==> src/sv/tfw_pkg.sv <==
// ----------------------------------------------------------------------------
// TCP flow firewall package
// Shared constants and controller/datapath interface types.
// ----------------------------------------------------------------------------
package tfw_pkg;

   localparam logic [1:0] VERDICT_DROP = 2'd0;
   localparam logic [1:0] VERDICT_PASS = 2'd1;
   localparam logic [1:0] VERDICT_TX   = 2'd2;

   localparam logic [31:0] TRUSTED_NET_RESET  = 32'hAC10_7000;
   localparam logic [31:0] TRUSTED_MASK_RESET = 32'hFFFF_FF00;

   localparam logic REG_TRUSTED_NET  = 1'b0;
   localparam logic REG_TRUSTED_MASK = 1'b1;

   localparam logic [15:0] ETH_HDR_LEN    = 16'd14;
   localparam logic [15:0] IP_MIN_FRAME   = 16'd34;
   localparam logic [15:0] ETHERTYPE_IPV4 = 16'h0800;
   localparam logic [7:0]  PROTO_TCP      = 8'd6;
   localparam logic [3:0]  IHL_MIN        = 4'd5;
   localparam logic [16:0] TCP_HDR_BASE   = 17'd34;

   localparam int KEY_W = 96;

   typedef enum logic [9:0] {
      ST_INIT       = 10'b00_0000_0001,
      ST_CLEAR      = 10'b00_0000_0010,
      ST_IDLE       = 10'b00_0000_0100,
      ST_CHECK      = 10'b00_0000_1000,
      ST_LOOKUP     = 10'b00_0001_0000,
      ST_DECIDE     = 10'b00_0010_0000,
      ST_TOUCH_FWD  = 10'b00_0100_0000,
      ST_COMMIT_REV = 10'b00_1000_0000,
      ST_TOUCH_LAST = 10'b01_0000_0000,
      ST_EMIT       = 10'b10_0000_0000
   } tfw_state_type;

   typedef struct packed {
      logic       load;
      logic       go;
      logic       go_touch;
      logic       go_search;
      logic       go_clear;
      logic       go_rev;
      logic       commit;
      logic       commit_rev;
      logic       set_result;
      logic [1:0] result_verdict;
      logic       result_added;
      logic       emit;
   } tfw_cmd_type;

   typedef struct packed {
      logic early;
      logic trusted;
      logic hit;
      logic sweep_done;
   } tfw_status_type;

endpackage

==> src/sv/tfw_ctrl.sv <==
// ----------------------------------------------------------------------------
// TCP flow firewall controller
// Sequences the clearing pass, lookup and update sweeps and the result.
// ----------------------------------------------------------------------------
module tfw_ctrl (
   input  logic                    clock,
   input  logic                    reset,
   input  logic                    start,
   output logic                    busy,
   input  tfw_pkg::tfw_status_type status,
   output tfw_pkg::tfw_cmd_type    cmd
);

   import tfw_pkg::*;

   tfw_state_type state_ff;
   tfw_state_type state_in;

   always_ff @(posedge clock) begin
      if (reset) begin
         state_ff <= ST_INIT;
      end else begin
         state_ff <= state_in;
      end
   end

   assign busy = (state_ff != ST_IDLE);

   always_comb begin
      state_in = state_ff;
      cmd      = '0;
      case (state_ff)
         ST_INIT: begin
            cmd.go       = 1'b1;
            cmd.go_clear = 1'b1;
            state_in     = ST_CLEAR;
         end
         ST_CLEAR: begin
            if (status.sweep_done) begin
               state_in = ST_IDLE;
            end
         end
         ST_IDLE: begin
            if (start) begin
               cmd.load = 1'b1;
               state_in = ST_CHECK;
            end
         end
         ST_CHECK: begin
            if (status.early) begin
               state_in = ST_EMIT;
            end else begin
               cmd.go        = 1'b1;
               cmd.go_search = 1'b1;
               state_in      = ST_LOOKUP;
            end
         end
         ST_LOOKUP: begin
            if (status.sweep_done) begin
               state_in = ST_DECIDE;
            end
         end
         ST_DECIDE: begin
            cmd.set_result = 1'b1;
            if (status.hit) begin
               cmd.commit         = 1'b1;
               cmd.go             = 1'b1;
               cmd.go_touch       = 1'b1;
               cmd.result_verdict = VERDICT_TX;
               state_in           = ST_TOUCH_LAST;
            end else if (status.trusted) begin
               cmd.commit         = 1'b1;
               cmd.go             = 1'b1;
               cmd.go_touch       = 1'b1;
               cmd.go_search      = 1'b1;
               cmd.go_rev         = 1'b1;
               cmd.result_verdict = VERDICT_TX;
               cmd.result_added   = 1'b1;
               state_in           = ST_TOUCH_FWD;
            end else begin
               cmd.result_verdict = VERDICT_DROP;
               state_in           = ST_EMIT;
            end
         end
         ST_TOUCH_FWD: begin
            if (status.sweep_done) begin
               state_in = ST_COMMIT_REV;
            end
         end
         ST_COMMIT_REV: begin
            cmd.commit     = 1'b1;
            cmd.commit_rev = 1'b1;
            cmd.go         = 1'b1;
            cmd.go_touch   = 1'b1;
            state_in       = ST_TOUCH_LAST;
         end
         ST_TOUCH_LAST: begin
            if (status.sweep_done) begin
               state_in = ST_EMIT;
            end
         end
         ST_EMIT: begin
            cmd.emit = 1'b1;
            state_in = ST_IDLE;
         end
         default: begin
            state_in = ST_INIT;
         end
      endcase
   end

endmodule

==> config.mk <==
export PLATFORM = sky130hd
export DESIGN_NAME = tfw_ctrl
export DESIGN_NICKNAME = d
export VERILOG_FILES = /design/src/sv/tfw_pkg.sv /design/src/sv/tfw_ctrl.sv
export SDC_FILE = /design/constraint.sdc
export NUM_CORES = 1
export LEC_CHECK = 0
export BUFFER_PORTS_ARGS = -buffer_cell sky130_fd_sc_hd__buf_4
export CAP_MARGIN = 10
export CORE_ASPECT_RATIO = 1.2
export CORE_MARGIN = 1
export CORE_UTILIZATION = 51
export DETAILED_ROUTE_END_ITERATION = 8
export GPL_TIMING_DRIVEN = 0
export PLACE_DENSITY = 0.89
export SETUP_SLACK_MARGIN = 0.15
export SLEW_MARGIN = 20
export SYNTH_ARGS = -nofsm -noshare
export SYNTH_HDL_FRONTEND = slang
export SYNTH_SLANG_ARGS = --single-unit
==> constraint.sdc <==
create_clock -name clock -period 2.25 [get_ports clock]
set_clock_uncertainty 0.2 [all_clocks]
set_input_delay 0.5625 -clock clock [delete_from_list [all_inputs] [get_ports clock]]
set_output_delay 0.5625 -clock clock [all_outputs]
set_load 0.02 [all_outputs]
After elaboration in Yosys (flattened, before gate mapping)
Index checks and enable logic that the tools add are counted.
W data, S select, Z words.
- register bits after elaboration: 10
- latch bits: 0
- memory bits (writable): 0
- bits in read-only memories: 0
- input bits: 7
- output and inout port bits: 14
- word-level logic and storage cells: 50
- memories kept: 0
- $add $sub $neg: 0
- $mul: 0
- div/mod/pow operators: 0
- magnitude comparators: 0
- equality and inequality tests: 16
- shift-type cells: 0
- mux-type cells: 31
- bitwise logic cells: 0
- reductions and logical operators: 2
- operators with widths (operator ; number):
    $pmux W10 S10 ; 1
    $mux W10 ; 8
    $mux W1 ; 12
    $eq A10 B1 Y1 const B ; 1
    $eq A10 B10 Y1 const B ; 1
    $eq A10 B2 Y1 const B ; 1
    $eq A10 B3 Y1 const B ; 1
    $eq A10 B4 Y1 const B ; 1
    $eq A10 B5 Y1 const B ; 1
    $eq A10 B6 Y1 const B ; 1
    $eq A10 B7 Y1 const B ; 1
    $eq A10 B8 Y1 const B ; 1
    $eq A10 B9 Y1 const B ; 1
    $ne A10 B3 Y1 const B ; 1
    $ne A2 B2 Y1 const B ; 5
    $mux W2 ; 4
    $pmux W1 S2 ; 3
    $reduce_and A5 Y1 ; 1
    $mux W4 ; 1
    $mux W3 ; 1
    $pmux W1 S3 ; 1
    $reduce_or A2 Y1 ; 1

Depth between registers and ports, before layout
- depth in word-level cells: 3
- gate-level depth with buffers: 7
- gate-level depth less buffers: 5

Worst setup path before layout
OpenSTA, ideal clock, no wires.
- path kind: reg2out
- start point: register state_ff[4]
- end point: output port cmd[7] in the netlist's numbering
- arrival time: 1808 ps
- required time: 1487 ps
- setup slack: -321 ps
- cell stages (with the launch flop): 8
- buffers on the path: 2
- cell sequence: dfxtp_1 > buf_6 > nor4_4 > nand3_2 > nor2b_2 > nand3b_1 > inv_1 > buf_4
- RTL lines (element ; line ; RTL):
    start, declared ; tfw_ctrl.sv:16 ; tfw_state_type state_ff;
    start signal, assigned ; tfw_ctrl.sv:23 ; state_ff <= state_in;
    end, declared ; tfw_ctrl.sv:11 ; output tfw_pkg::tfw_cmd_type cmd

==> results.yml <==
outcome:
  status: "finished with violations"
  violations: "setup timing"
cts:
  cts.reportedPaths.clkPinSlew_ns: 0.07
  cts_hold_buf: 0
  clock-root-buffer: "clkbuf_4"
  numCtsBuffers: 3
  cts_tree: "yes"
  cts.sinks: 10
  clockBufferDepth: 2
  clk-insertion-delay-late_ns: 0.29
  h-tree-depth: 1
power_and_ir_drop:
  fin_total_pwr_uw: 567
  power_leakage_nw: 0.541
  power.density_mw_per_mm2: 456
  peakVddDrop_mv: 0.375
place:
  placed_area_um2: 977
  io_buffer_count: 18
  dpl.hpwl_um: 1450
  place_congestion: 0.857
  pre_cts_ws_ns: -0.395
timing:
  fin_crit_ns: 2.62
  timing.fmax_ghz: 0.381
  period_share: 1.17
  layout_setup_ws_ns: -0.374
  report.final.slew_viol_count: 0
  rsz0062_at_grt: "true"
  timing.setup.tns_ns: -3.18
  hold_viol: 0
  setup_viol_count_final: 13
  timing.hold.ws_ns: 0.302
yosys:
  synth_seq_cells: 10
  syn_inst: 100
  seq_area_frac_synth: 0.252
  yosysUniqueCellTypes: 45
  syn_area_per_cell_um2: 7.93
  synth_nets: 107
  yosysWarningCount: 0
  syn_area_um2: 793
global_routing:
  grt_antenna_before_repair: 0
  grt_pass1_wl_um: 4100
  gr-usage-all-layers: 0.344
  grt_pass1_vias: 887
  grt_max_degree: 11
  grt_overflow: 0
routing:
  vias: 971
  ant_nets: 0
  drc: 0
  avgViaCountPerCell: 6.15
  avgRoutedWirePerCell_um: 18.9
  dr.pass1.iters: 4
  routed_wl_um: 2990
  drt_iter0_drc: 75
floorplan:
  die-area_mm2: 0.00172
  die_y_um: 45.2
  ios: 21
  start_util: 0.549
  row_count: 15
  fp.dieW_um: 38
  core_mm2: 0.00145
worst_setup_path:
  startpoint_type: "flip-flop"
  ff2ff_path_depth: 9
  crit_arrival_ns: 1.86
  crit_type: "reg2out"
  critical_path_required_ns: 1.49
  crit_path_end_kind: "output pin"
  startpoint: "state_ff[8]"
  r2r-start: "state_ff[8]"
  r2r_end: "state_ff[6]"
  crit_end: "cmd[9]"
  r2r_slack_ns: 0.03
  crit_fanout: 4
final_layout:
  regMostFlops: "state_ff"
  drive_above_1_share: 0.511
  largest_reg_flops: 10
  most-common-layout-cells: "31 x buf_4, 12 x buf_6, 10 x nor2_1, 8 x o21ai_0, 5 x dfxtp_1"
  diodes: 0
  final_common_cell: "buf_4"
  nNetsFinal: 149
  finalInstanceArea_mm2: 0.00124
  areaGrowthSynthToFinish_pct: 56.9
  fillers: 77
  top_regs: "state_ff x10"
hold_path:
  worstHoldPathType: "in2reg"
flow_run:
  max_cap_viol_count: 0
stage by stage:
stage | cells | utilization
2_1_floorplan | 100 | -
3_3_place_gp | 135 | 0.676
3_5_place_dp | 135 | 0.676
4_1_cts | 152 | 0.808
5_1_grt | 158 | 0.861
6_report | 158 | 0.861
cells by family after synthesis:
kind of cell / count (synthesis) / synth area share
flops: 10 / 0.252
other cells: 1 / 0.00473
mux: 1 / 0.0126
compound gates: 24 / 0.205
simple gates: 51 / 0.420
xor+xnor: 2 / 0.0221
buf+inv: 11 / 0.0836
layer usage:
metal  routed length (um)  share of wire  global-route usage
met3                  174          0.058              0.0443
met4                  128          0.043               0.236
met1                 1130           0.38               0.400
met2                 1550           0.52               0.576
met5                    0              0                   0
worst max-delay path, cell delays in order, from the launching register on:
cell	delay, ns
dfxtp_2	0.32
buf_6	0.12
nor4_4	0.35
buf_4	0.19
nand4_1	0.18
o21ai_0	0.23
buf_4	0.17
synthesized netlist by cell type, drive strengths merged:
cell | count | area, um2
or2 | 1 | 6.26
o31a | 1 | 8.76
xnor2 | 1 | 8.76
mux2i | 1 | 10.0
o21a | 1 | 7.51
nand4 | 2 | 27.5
nand2 | 4 | 15.0
nor3b | 3 | 22.5
nor4 | 2 | 33.8
a2111oi | 1 | 8.76
inv | 3 | 11.3
a211o | 1 | 10.0
buf | 7 | 51.3
nand3b | 2 | 15.0
o311a | 1 | 10.0
or3b | 1 | 8.76
nor2b | 5 | 33.8
and4 | 1 | 8.76
a21o | 1 | 7.51
nor4b | 2 | 17.5
and2 | 1 | 6.26
nand3 | 3 | 20.0
clkbuf | 1 | 3.75
dfxtp | 10 | 200
and3 | 1 | 6.26
a211oi | 2 | 15.0
conb | 1 | 3.75
nor3 | 5 | 25.0
nor2 | 13 | 51.3
or2b | 1 | 7.51
and3b | 1 | 8.76
o22ai | 1 | 6.26
o221ai | 1 | 15.0
xor2 | 1 | 8.76
a21oi | 5 | 28.8
o21ai | 9 | 45.0
nand2b | 3 | 18.8
where the power goes:
part           internal, mW  switching [mW]
registers             0.184          0.0124
clock network        0.0988          0.0784
logic                0.0927           0.100
total                 0.376           0.191
final cells by class:
| class | instances | area, um2 | share of cell area |
|---|---|---|---|
| multi-input combinational | 79 | 581 | 0.466 |
| timing repair buffer | 37 | 312 | 0.250 |
| sequential | 10 | 209 | 0.168 |
| buffer | 8 | 75.1 | 0.0603 |
| clock buffer | 4 | 36.3 | 0.0291 |
| tap | 17 | 21.3 | 0.0171 |
| inverter | 3 | 11.3 | 0.00905 |
timing repair:
item | CTS | global route
gates resized for setup | 16 | 9
endpoints found under the hold margin | 0 | 0
pin swaps | 9 | 6
gates cloned | 0 | 0
buffers inserted | 13 | 6
setup endpoints to repair | 13 | 15
worst min path at each step:
stage	start	cells past startpoint	slack, ns	to
after detailed placement	state_ff[0]	2	0.39	state_ff[1]
after CTS	reset	2	0.31	state_ff[4]
after floorplan	state_ff[0]	2	0.34	state_ff[1]
final	reset	2	0.30	state_ff[6]
after global placement	state_ff[0]	2	0.37	state_ff[1]
after global routing	reset	2	0.31	state_ff[6]
No activity file was read; power rests on OpenSTA's default activity.
